**src/rtl/core/wcs_pkg.sv**
```systemverilog
`default_nettype none
package wcs_pkg;

  // field widths
  localparam int DUR_W      = 21;
  localparam int PASS_W     = 2;
  localparam int DIST_W     = 6;
  localparam int MS_W       = 16;
  localparam int SENSE_W    = 8;
  localparam int KIND_W     = 2;
  localparam int PHASE_W    = 4;
  localparam int CFG_IDX_W  = 3;
  localparam int CFG_DATA_W = 21;
  localparam int OUT_W      = 32;

  localparam int MAX_RINSES    = 3;
  localparam int TIME_BITS_DEF = 21;

  // register reset values
  localparam logic [DUR_W-1:0]  WASH_DUR_RST    = DUR_W'(600000);
  localparam logic [PASS_W-1:0] RINSE_PASS_RST  = PASS_W'(2);
  localparam logic [DIST_W-1:0] FILL_DIST_RST   = DIST_W'(12);
  localparam logic [DIST_W-1:0] EMPTY_DIST_RST  = DIST_W'(26);
  localparam logic [MS_W-1:0]   WASH_SPIN_RST   = MS_W'(5000);
  localparam logic [MS_W-1:0]   RINSE_SPIN_RST  = MS_W'(3000);
  localparam logic [MS_W-1:0]   REST_RST        = MS_W'(2000);
  localparam logic [DUR_W-1:0]  RINSE_DUR_RST   = DUR_W'(30000);

  // request kinds
  localparam logic [KIND_W-1:0] KIND_TICK        = 2'd0;
  localparam logic [KIND_W-1:0] KIND_START_FULL  = 2'd1;
  localparam logic [KIND_W-1:0] KIND_START_RINSE = 2'd2;

  typedef enum logic [CFG_IDX_W-1:0] {
    REG_WASH_DUR     = 3'd0,
    REG_RINSE_PASSES = 3'd1,
    REG_FILL_DIST    = 3'd2,
    REG_EMPTY_DIST   = 3'd3,
    REG_WASH_SPIN    = 3'd4,
    REG_RINSE_SPIN   = 3'd5,
    REG_REST         = 3'd6,
    REG_RINSE_DUR    = 3'd7
  } cfg_reg_t;

  typedef enum logic [PHASE_W-1:0] {
    PH_IDLE        = 4'd0,
    PH_FILL        = 4'd1,
    PH_WASH_SPIN   = 4'd2,
    PH_WASH_REST   = 4'd3,
    PH_DRAIN       = 4'd4,
    PH_RINSE_FILL  = 4'd5,
    PH_RINSE_SPIN  = 4'd6,
    PH_RINSE_REST  = 4'd7,
    PH_RINSE_DRAIN = 4'd8,
    PH_FINAL_DRAIN = 4'd9
  } phase_t;

  typedef struct packed {
    logic [DUR_W-1:0]  wash_duration_ms;
    logic [PASS_W-1:0] rinse_passes;
    logic [DIST_W-1:0] fill_distance;
    logic [DIST_W-1:0] empty_distance;
    logic [MS_W-1:0]   wash_spin_ms;
    logic [MS_W-1:0]   rinse_spin_ms;
    logic [MS_W-1:0]   rest_ms;
    logic [DUR_W-1:0]  rinse_duration_ms;
  } cfg_t;

  typedef struct packed {
    phase_t            phase;
    logic [MS_W-1:0]   period_timer;
    logic [PASS_W-1:0] rinses_done;
    logic              direction;
    logic              full_cycle;
  } seq_state_t;

  typedef struct packed {
    logic [PHASE_W-1:0] phase;
    logic               motor_on;
    logic               motor_reverse;
    logic               inlet_open;
    logic               outlet_open;
    logic [PASS_W-1:0]  rinses_left;
    logic [DUR_W-1:0]   wash_left_ms;
    logic               job_done;
  } result_t;

endpackage
`default_nettype wire

```
**src/rtl/core/wcs_cfg_regs.sv**
```systemverilog
`default_nettype none
module wcs_cfg_regs
  import wcs_pkg::*;
(
  input  wire logic                  clk,
  input  wire logic                  rst,
  input  wire logic                  wr_en,
  input  wire logic [CFG_IDX_W-1:0]  wr_index,
  input  wire logic [CFG_DATA_W-1:0] wr_data,
  output cfg_t                       cfg
);

  always_ff @(posedge clk) begin
    if (rst) begin
      cfg.wash_duration_ms  <= WASH_DUR_RST;
      cfg.rinse_passes      <= RINSE_PASS_RST;
      cfg.fill_distance     <= FILL_DIST_RST;
      cfg.empty_distance    <= EMPTY_DIST_RST;
      cfg.wash_spin_ms      <= WASH_SPIN_RST;
      cfg.rinse_spin_ms     <= RINSE_SPIN_RST;
      cfg.rest_ms           <= REST_RST;
      cfg.rinse_duration_ms <= RINSE_DUR_RST;
    end else if (wr_en) begin
      unique case (cfg_reg_t'(wr_index))
        REG_WASH_DUR:     cfg.wash_duration_ms  <= wr_data[DUR_W-1:0];
        REG_RINSE_PASSES: cfg.rinse_passes      <= wr_data[PASS_W-1:0];
        REG_FILL_DIST:    cfg.fill_distance     <= wr_data[DIST_W-1:0];
        REG_EMPTY_DIST:   cfg.empty_distance    <= wr_data[DIST_W-1:0];
        REG_WASH_SPIN:    cfg.wash_spin_ms      <= wr_data[MS_W-1:0];
        REG_RINSE_SPIN:   cfg.rinse_spin_ms     <= wr_data[MS_W-1:0];
        REG_REST:         cfg.rest_ms           <= wr_data[MS_W-1:0];
        REG_RINSE_DUR:    cfg.rinse_duration_ms <= wr_data[DUR_W-1:0];
      endcase
    end
  end

endmodule
`default_nettype wire

```
**src/rtl/core/wcs_step.sv**
```systemverilog
`default_nettype none
module wcs_step
  import wcs_pkg::*;
#(
  parameter int TIME_BITS = TIME_BITS_DEF
) (
  input  wire cfg_t                  cfg,
  input  wire seq_state_t            cur,
  input  wire logic [TIME_BITS-1:0]  elapsed,
  input  wire logic [KIND_W-1:0]     kind,
  input  wire logic [SENSE_W-1:0]    water_dist,
  output seq_state_t                 nxt,
  output logic      [TIME_BITS-1:0]  elapsed_next,
  output result_t                    res
);

  localparam int CMP_W = (TIME_BITS > DUR_W) ? TIME_BITS : DUR_W;

  logic              idle;
  logic [PASS_W-1:0] pass_cnt;
  logic              below_fill;
  logic              reached_empty;
  logic              is_wash;
  logic [MS_W-1:0]   spin_len;
  logic [DUR_W-1:0]  agit_dur;
  phase_t            spin_ph;
  phase_t            rest_ph;
  phase_t            after_ph;
  logic [TIME_BITS-1:0] elapsed_inc;
  logic [MS_W-1:0]   pt_inc;
  logic              keep_going;
  logic [PASS_W-1:0] rd_inc;
  logic              done;
  phase_t            ph;
  logic [CMP_W-1:0]  el_ext;
  logic [CMP_W-1:0]  wd_ext;
  logic [CMP_W-1:0]  wl_diff;

  always_comb begin
    idle = (cur.phase == PH_IDLE);
    pass_cnt = (32'(cfg.rinse_passes) > MAX_RINSES) ? PASS_W'(MAX_RINSES) : cfg.rinse_passes;
    below_fill = water_dist < SENSE_W'(cfg.fill_distance);
    reached_empty = water_dist >= SENSE_W'(cfg.empty_distance);

    // shared agitation step for wash and rinse
    is_wash  = (cur.phase == PH_WASH_SPIN) || (cur.phase == PH_WASH_REST);
    spin_len = is_wash ? cfg.wash_spin_ms : cfg.rinse_spin_ms;
    agit_dur = is_wash ? cfg.wash_duration_ms : cfg.rinse_duration_ms;
    spin_ph  = is_wash ? PH_WASH_SPIN : PH_RINSE_SPIN;
    rest_ph  = is_wash ? PH_WASH_REST : PH_RINSE_REST;
    after_ph = is_wash ? PH_DRAIN : PH_RINSE_DRAIN;
    elapsed_inc = (elapsed != '1) ? elapsed + TIME_BITS'(1) : elapsed;
    pt_inc = cur.period_timer + MS_W'(1);
    keep_going = CMP_W'(elapsed_inc) <= CMP_W'(agit_dur);
    rd_inc = cur.rinses_done + PASS_W'(1);

    nxt = cur;
    elapsed_next = elapsed;
    done = 1'b0;

    if (kind == KIND_START_FULL && idle) begin
      nxt.full_cycle = 1'b1;
      nxt.rinses_done = '0;
      nxt.period_timer = '0;
      elapsed_next = '0;
      nxt.phase = (cfg.wash_duration_ms != '0) ? PH_FILL : PH_DRAIN;
    end else if (kind == KIND_START_RINSE && idle) begin
      nxt.full_cycle = 1'b0;
      nxt.rinses_done = '0;
      nxt.period_timer = '0;
      elapsed_next = '0;
      if (pass_cnt == '0) begin
        nxt.phase = PH_IDLE;
        done = 1'b1;
      end else begin
        nxt.phase = PH_RINSE_FILL;
      end
    end else if (kind == KIND_TICK) begin
      unique case (cur.phase)
        PH_IDLE: ;
        PH_FILL, PH_RINSE_FILL: begin
          if (below_fill) begin
            elapsed_next = '0;
            nxt.direction = ~cur.direction;
            nxt.period_timer = '0;
            nxt.phase = (cur.phase == PH_FILL) ? PH_WASH_SPIN : PH_RINSE_SPIN;
          end
        end
        PH_WASH_SPIN, PH_WASH_REST, PH_RINSE_SPIN, PH_RINSE_REST: begin
          elapsed_next = elapsed_inc;
          nxt.period_timer = pt_inc;
          // period end: spin done with no rest, or rest done
          if ((cur.phase == spin_ph && pt_inc >= spin_len && cfg.rest_ms == '0) ||
              (cur.phase == rest_ph && pt_inc >= cfg.rest_ms)) begin
            nxt.period_timer = '0;
            if (keep_going) begin
              nxt.direction = ~cur.direction;
              nxt.phase = spin_ph;
            end else begin
              nxt.phase = after_ph;
            end
          end else if (cur.phase == spin_ph && pt_inc >= spin_len) begin
            nxt.period_timer = '0;
            nxt.phase = rest_ph;
          end
        end
        PH_DRAIN: begin
          if (reached_empty) begin
            nxt.phase = (cur.rinses_done < pass_cnt) ? PH_RINSE_FILL : PH_FINAL_DRAIN;
          end
        end
        PH_RINSE_DRAIN: begin
          if (reached_empty) begin
            nxt.rinses_done = rd_inc;
            if (rd_inc < pass_cnt) begin
              nxt.phase = PH_RINSE_FILL;
            end else if (cur.full_cycle) begin
              nxt.phase = PH_FINAL_DRAIN;
            end else begin
              nxt.phase = PH_IDLE;
              done = 1'b1;
            end
          end
        end
        PH_FINAL_DRAIN: begin
          if (reached_empty) begin
            nxt.phase = PH_IDLE;
            done = 1'b1;
          end
        end
        default: nxt.phase = PH_IDLE;
      endcase
    end

    // result from the updated state
    ph = nxt.phase;
    el_ext = CMP_W'(elapsed_next);
    wd_ext = CMP_W'(cfg.wash_duration_ms);
    wl_diff = wd_ext - el_ext;
    res.phase = ph;
    res.motor_on = (ph == PH_WASH_SPIN) || (ph == PH_RINSE_SPIN);
    res.motor_reverse = nxt.direction;
    res.inlet_open = (ph == PH_FILL) || (ph == PH_RINSE_FILL);
    res.outlet_open = (ph == PH_DRAIN) || (ph == PH_RINSE_DRAIN) || (ph == PH_FINAL_DRAIN);
    res.rinses_left = (ph != PH_IDLE && nxt.rinses_done < pass_cnt) ?
                      pass_cnt - nxt.rinses_done : '0;
    if (ph == PH_FILL) begin
      res.wash_left_ms = cfg.wash_duration_ms;
    end else if ((ph == PH_WASH_SPIN || ph == PH_WASH_REST) && el_ext < wd_ext) begin
      res.wash_left_ms = wl_diff[DUR_W-1:0];
    end else begin
      res.wash_left_ms = '0;
    end
    res.job_done = done;
  end

endmodule
`default_nettype wire

```
**src/rtl/core/wash_cycle_sequencer.sv**
```systemverilog
// path: an accepted request goes to the input register, and its result is on m_tdata
// once it moves on to the result register, later only while m_tready holds it back
// throughput: one request per cycle while m_tready does not hold the result back; one
// update step sits between the input register and the result register
// reset (rst, synchronous): idle phase, timers and counters cleared, registers
// at their default values, both stream sides empty
`default_nettype none
module wash_cycle_sequencer
  import wcs_pkg::*;
#(
  parameter int TIME_BITS = TIME_BITS_DEF
) (
  input  wire logic                  clk,
  input  wire logic                  rst,
  input  wire logic                  s_tvalid,
  output logic                       s_tready,
  input  wire logic [SENSE_W-1:0]    s_tdata,   // [7:0] water_distance
  input  wire logic [KIND_W-1:0]     s_tuser,   // [1:0] kind
  output logic                       m_tvalid,
  input  wire logic                  m_tready,
  // [3:0] phase, [4] motor_on, [5] motor_reverse, [6] inlet_open,
  // [7] outlet_open, [9:8] rinses_left, [30:10] wash_left_ms, [31] job_done
  output logic [OUT_W-1:0]           m_tdata,
  input  wire logic                  cfg_valid,
  output logic                       cfg_ready,
  input  wire logic [CFG_IDX_W-1:0]  cfg_index,
  input  wire logic [CFG_DATA_W-1:0] cfg_data
);

  cfg_t                 cfg;
  seq_state_t           state;
  seq_state_t           state_next;
  logic [TIME_BITS-1:0] elapsed;
  logic [TIME_BITS-1:0] elapsed_next;
  result_t              res;
  logic                 in_valid;
  logic [KIND_W-1:0]    in_kind;
  logic [SENSE_W-1:0]   in_dist;
  logic                 advance;

  assign cfg_ready = 1'b1;
  assign advance   = in_valid && (!m_tvalid || m_tready);
  assign s_tready  = !in_valid || advance;

  wcs_cfg_regs u_cfg (
    .clk      (clk),
    .rst      (rst),
    .wr_en    (cfg_valid),
    .wr_index (cfg_index),
    .wr_data  (cfg_data),
    .cfg      (cfg)
  );

  wcs_step #(
    .TIME_BITS (TIME_BITS)
  ) u_step (
    .cfg          (cfg),
    .cur          (state),
    .elapsed      (elapsed),
    .kind         (in_kind),
    .water_dist   (in_dist),
    .nxt          (state_next),
    .elapsed_next (elapsed_next),
    .res          (res)
  );

  // input register
  always_ff @(posedge clk) begin
    if (rst) begin
      in_valid <= 1'b0;
    end else if (s_tready) begin
      in_valid <= s_tvalid;
    end
  end

  always_ff @(posedge clk) begin
    if (s_tready && s_tvalid) begin
      in_kind <= s_tuser;
      in_dist <= s_tdata;
    end
  end

  // sequencer state commits when the request moves to the result register
  always_ff @(posedge clk) begin
    if (rst) begin
      state.phase        <= PH_IDLE;
      state.period_timer <= '0;
      state.rinses_done  <= '0;
      state.direction    <= 1'b0;
      state.full_cycle   <= 1'b0;
      elapsed            <= '0;
    end else if (advance) begin
      state   <= state_next;
      elapsed <= elapsed_next;
    end
  end

  // result register
  always_ff @(posedge clk) begin
    if (rst) begin
      m_tvalid <= 1'b0;
    end else if (advance) begin
      m_tvalid <= 1'b1;
    end else if (m_tready) begin
      m_tvalid <= 1'b0;
    end
  end

  always_ff @(posedge clk) begin
    if (advance) begin
      m_tdata <= {res.job_done, res.wash_left_ms, res.rinses_left, res.outlet_open,
                  res.inlet_open, res.motor_reverse, res.motor_on, res.phase};
    end
  end

endmodule
`default_nettype wire

```
**config.mk**
```make
export PLATFORM = sky130hd
export DESIGN_NAME = wash_cycle_sequencer
export DESIGN_NICKNAME = d
export VERILOG_FILES = /design/src/rtl/core/wcs_pkg.sv /design/src/rtl/core/wcs_cfg_regs.sv /design/src/rtl/core/wcs_step.sv /design/src/rtl/core/wash_cycle_sequencer.sv
export SDC_FILE = /design/constraint.sdc
export NUM_CORES = 1
export LEC_CHECK = 0
export BUFFER_PORTS_ARGS = -buffer_cell sky130_fd_sc_hd__buf_2
export CAP_MARGIN = 10
export CORE_MARGIN = 4
export CORE_UTILIZATION = 35
export DETAILED_ROUTE_END_ITERATION = 10
export PLACE_DENSITY_LB_ADDON = 0.15
export RECOVER_POWER = 50
export SLEW_MARGIN = 20
export SYNTH_ARGS = -nofsm -noshare
export SYNTH_HDL_FRONTEND = slang
export SYNTH_SLANG_ARGS = --single-unit
```
**constraint.sdc**
```tcl
create_clock -name clk -period 5.3 [get_ports clk]
set_input_delay 1.06 -clock clk [delete_from_list [all_inputs] [get_ports clk]]
set_output_delay 1.06 -clock clk [all_outputs]
set_load 0.01 [all_outputs]
```
Word-level counts from Yosys, hierarchy flattened
Index checks and enable logic that the tools add are counted.
Widths: inputs -> output; s select.
- reductions and logical operators: 43
- order comparisons: 9
- $add $sub $neg: 5
- multiplexer cells: 51
- bitwise logic cells: 1
- equal/unequal tests: 30
- operator list (kind ; number):
    $mux 21 ; 8
    $mux 20 ; 3
    $mux 22 ; 2
    $pmux 21 s2 ; 1
    $ge 16x16->1 ; 2
    $mux 4 ; 8
    $pmux 16 s2 ; 1
    $eq 4x3->1 const B ; 7
    $pmux 4 s6 ; 1
    $mux 23 ; 1
    $add 21x1->21 const B ; 1
    $le 21x21->1 ; 1
    $lt 21x21->1 ; 1
    $ne 21x21->1 const B ; 1
    $reduce_bool 21->1 ; 1
    $sub 21x21->21 ; 1
    $reduce_and 2->1 ; 9
    $add 16x1->16 const B ; 1
    $eq 4x2->1 const B ; 4
    $eq 4x4->1 const B ; 4
    $logic_not 16->1 ; 1
    $mux 1 ; 16
    $mux 16 ; 1
    $mux 3 ; 5
    other kinds (28) ; 58
- output and inout bits: 35
- logic and storage cells: 160
- register bits after elaboration: 193
- bits of input ports: 39

Longest topological paths before layout
- depth after elaboration: 17
- depth in mapped cells: 22

Hierarchy
From an unflattened synthesis, not the netlist that was laid out.
- cell total of the unflattened synthesis: 1383
- area total of the unflattened synthesis: 12806.0 µm²
- by module, submodules not included (module ; instances ; area an instance (µm²) ; sequential area each (µm²) ; cells each):
    wcs_step ; 1 ; 5252.5 ; 0.0 ; 742
    wcs_cfg_regs ; 1 ; 4135.2 ; 2082.0 ; 392
    wash_cycle_sequencer ; 1 ; 3418.3 ; 2202.1 ; 249

Least setup slack after synthesis
OpenSTA, ideal clock, no wires.
- path type: flip-flop to flip-flop
- start: register in_dist[2]
- end: register m_tdata[11], data pin
- data arrival time: 4502 ps
- period minus slack after synthesis: 4758 ps
- buffers on the path: 2
- slack: 542 ps
- cell stages (with the launch flop): 21
- cell sequence: edfxtp_1 -> ha_1 -> a21o_1 -> a31oi_1 -> o21ai_0 -> a21oi_1 -> o21ai_0 -> and2_1 -> clkbuf_1 -> a22oi_1 -> ha_1 -> nor2b_1 -> o31a_1 -> o211a_1 -> a22o_1 -> o311ai_1 -> nand2b_1 -> nor4_1 -> nor4_4 -> buf_4 -> a22o_1
- RTL lines (what ; line ; text):
    start: declaration ; wash_cycle_sequencer.sv:38 ; logic [SENSE_W-1:0] in_dist;
    start signal: assignment ; wash_cycle_sequencer.sv:79 ; in_dist <= s_tdata;
    end signal: assignment ; wash_cycle_sequencer.sv:111 ; m_tdata <= {res.job_done, res.wash_left_ms, res.rinses_left, res.outlet_open,
    end: declaration ; wash_cycle_sequencer.sv:23 ; output logic [OUT_W-1:0] m_tdata,

==> metrics.md <==
| Metric | Value |
|---|---|
| Status | `finished, violations left` |
| Failing checks | `max-capacitance violations, max-slew violations` |
| Share of cells above drive strength 1 | `10.62%` |
| Crit-path max cell delay | `0.40 ns` |
| Leak | `5.032 nW` |
| DR pass1 iterations | `5` |
| Synth top area share | `26.11%` |
| Max Fanout on Critical Path | `11` |
| Fillers | `3366` |
| Ant diodes | `0` |
| IO Port Bufs | `72` |
| Synth Area per Inst | `8.413 sq um` |
| Final setup fails | `0` |
| Max transition margin | `-97.24%` |
| Sequential fraction of the synthesis area | `37.01%` |
| Post-Synthesis Cell Area | `11580 sq um` |
| Post-DR vias/cell | `5.239` |
| DR iter-0 viols | `536` |
| Final wirelength | `33.50 mm` |
| Primary FF master, synth | `dfxtp_1` |
| Post-synth EDFFs | `42` |
| Final Hold Fails | `0` |
| CTS Root Cell | `clkbuf_16` |
| Multi-input gate area | `6884 sq um` |
| CP cell instances | `ha_1, a21o_1, a31oi_1, o21ai_0, a21oi_1, o21ai_0, and2_2, a22oi_1, ha_1, o21a_1, o31a_1, o211a_1, a22o_1, o311ai_2, nand2b_1, nor4_1, buf_4, nor4_4, buf_4, a22o_1` |
| Max Freq | `0.2026 GHz` |
| Top post-synthesis cells by area | `dfxtp_1 (26%), edfxtp_1 (11%), ha_1 (9.9%)` |
| CP Data Arrival Time | `5.15 ns` |
| Largest net degree at the start of global routing | `71` |
| Ports | `74` |
| CP Launch Type | `register` |
| Adder-Cell Fraction of Synth Area | `10.38%` |
| Yosys top cell by area | `dfxtp_1` |
| CTS tree | `done` |
| Commonest non-fill, non-tap cell in the layout | `nand2_1` |
| H-tree Lvls | `4` |
| Fraction of registers with async set/reset | `0%` |
| CTS sink cnt | `193` |
| Clock-pin slew of the registers on the worst-case setup and hold paths | `0.08 ns` |
| Worst path required time | `5.51 ns` |
| Remaining antenna violation count | `0` |
| Post-Synth XOR/XNOR Area | `3.934%` |
| Least-Margin Pin Slew | `2.959 ns` |
| Crit. End Element | `register` |
| WHS | `0.4561 ns` |
| Register area | `4284 sq um` |
| Worst Setup Path Type | `reg2reg` |
| Clock Tree Buf Depth | `2` |
| First-pass GRT wire length | `52.95 mm` |
| Power Density | `248.0 nW/um^2` |
| Compound-Gate Fraction of Synth Area | `18.21%` |
| Wire length per cell | `17.62 um` |
| Min Tclk post-route | `4.936 ns` |
| CTS buffer count | `17` |
| Residual DRC count | `0` |
| Most frequent cells in the layout | `nand2_1 (258), dfxtp_1 (151), a21oi_1 (139)` |
| Clock Latency Late Sink | `0.45 ns` |
| Gr ovfl total | `0` |
| Initial antenna violation count | `0` |
| Die Height | `189.9 um` |
| WHS Path Cells | `2` |
| Largest family of logic cells by synthesized area | `simple AND/OR/NAND/NOR gates` |
| Synthesized instance count | `1376` |
| VDD IR max | `0.0002215 V` |
| Die Footprint | `36050 sq um` |
| Area grow syn2layout | `13.88%` |
| Mux cell area share after synthesis | `4.129%` |
| Cts hold-fix bufs | `0` |
| Yosys cell types | `80` |
| Slew Viols, Final | `117` |
| Rows | `66` |
| GRT Overall Usage | `18.41%` |
| Die width | `189.9 um` |
| Vias post-DR | `9960` |
| Max-cap viol count | `2` |
| Setup TNS | `0 ns` |
| Dpl hpwl | `24.22 mm` |
| RR Startpoint | `in_dist[2]$_DFFE_PP_` |
| Initial Util | `35.49%` |
| Via count of the first global-routing pass | `9456` |
| GP Congestion | `0.8748` |
| Final net count | `1579` |
| R2r setup slk | `0.36 ns` |
| Yosys reg bits | `193` |
| Simple logic cell fraction of the synthesized area | `21.98%` |
| Worst Hold Path EP | `u_cfg.cfg[1]$_SDFFE_PP0P_` |
| Syn nets | `1509` |
| FF-to-FF End | `m_tdata[11]$_DFFE_PP_` |
| Core box area | `32620 sq um` |
| Fin crit share | `93.14%` |
| Synthesis Warnings | `0` |
| Hold Crit Class | `reg2reg` |
| Worst hold start | `u_cfg.cfg[1]$_SDFFE_PP0P_` |
| R2R depth | `20` |
| Clock Skews | `0.009968 ns` |
| Slowest cell on crit path | `edfxtp_1` |
-- metrics by stage --
| step | instance area (sq um) | total power [mW] | setup slack (ns) | util (%) | std cells |
|---|---|---|---|---|---|
| 2_1_floorplan | 11580 | 1.860 | 0.5421 | - | 1376 |
| 3_5_place_dp | 12550 | 1.992 | 0.04008 | 38.47 | 1861 |
| 3_3_place_gp | 12550 | 1.990 | 0.1318 | 38.46 | 1861 |
| 5_1_grt | 13180 | 3.417 | -0.03159 | 40.41 | 1901 |
| 4_1_cts | 13130 | 3.292 | 0.01460 | 40.25 | 1893 |
| 6_report | 13180 | 3.270 | 0.3636 | 40.41 | 1901 |
-- per-layer routing --
metal	global-route usage (%)	share of wire, %	wire (um)
met5	0	0	0
met3	2.807	3.9	1291
met1	25.66	48	15950
met2	30.13	47	15630
met4	4.452	1.9	631
-- critical path: cells and delay by family (launching register included) --
kind	cells	cell delay, ns
AO/OA/AOI/OAI	12	2.58
adder cells (fa/ha/maj)	2	0.66
buffers and inverters	2	0.40
flip-flops	1	0.40
AND/OR/NAND/NOR	4	0.64
-- registers in the layout, indices dropped and copies added (netlist names) --
signal,count
in_dist,8
u_cfg.cfg,104
m_tvalid,1
state,24
in_kind,2
m_tdata,32
in_valid,1
elapsed,21
-- Yosys cell counts (3+ instances only) --
master      n
a31o_2      3
clkbuf_1   62
xnor2_1    36
and3_1      8
or3_1       5
a211o_1    10
a21oi_1   140
nand4_1    19
nand3b_1   16
edfxtp_1   42
o21ai_0    38
nand2b_1   16
mux2i_1    44
nor4_1     13
o21bai_1    3
a22o_1     26
and2_1      6
a21o_1     25
nor2b_1     8
xor2_1     16
a31oi_1     3
a211oi_1    9
and4_1      5
o21a_1      7
buf_2       5
nor2_1     90
buf_6       3
ha_1       92
inv_1      47
o211ai_1   10
nand3_1    55
nor3_1     22
dfxtp_1   151
or2_2       6
buf_4       3
o21ai_1     6
a22oi_1    14
nand2_1   258
a311oi_1    3
-- how the worst max path moves through the flow --
stage	from	end	slack, ns	cells after the start
4_1_cts	elapsed[12]$_SDFFE_PP0P_	m_tdata[27]$_DFFE_PP_	0.01	18
3_3_place_gp	elapsed[12]$_SDFFE_PP0P_	m_tdata[29]$_DFFE_PP_	0.13	18
5_1_grt	in_dist[2]$_DFFE_PP_	m_tdata[11]$_DFFE_PP_	-0.03	21
3_5_place_dp	elapsed[12]$_SDFFE_PP0P_	m_tdata[27]$_DFFE_PP_	0.04	18
6_report	in_dist[2]$_DFFE_PP_	m_tdata[11]$_DFFE_PP_	0.36	20
2_1_floorplan	in_dist[2]$_DFFE_PP_	m_tdata[11]$_DFFE_PP_	0.54	20
-- cell families after synthesis --
kind of cell,count (synthesis)
AOI/OAI and AO/OA,322
xor gates and xnor gates,52
adders and majority gates,95
buffers and inverters,122
DFF,193
muxes,47
other,1
and+or+nand+nor,544
-- cell type report --
class / instances / share of cell area, %
multi-input cells: 1063 / 52.22
flip-flops and latches: 193 / 32.50
repair buffers: 124 / 5.353
well taps: 442 / 4.195
clock buffers: 19 / 3.521
inverters: 47 / 1.338
clock inverters: 13 / 0.8732
-- repair_timing --
| item | CTS | global route |
|---|---|---|
| setup endpoints to repair | 0 | 21 |
| resized for setup | 0 | 7 |
| endpoints found under the hold margin | 0 | 0 |
| buffers inserted | 0 | 6 |
-- where the power goes --
group / switching (mW) / total (mW) / internal, mW
combinational: 0.239 / 0.390 / 0.150
clock: 0.642 / 1.30 / 0.659
sequential: 0.0298 / 1.58 / 1.55
total: 0.911 / 3.27 / 2.36
Power figures use the tool's default switching activity.
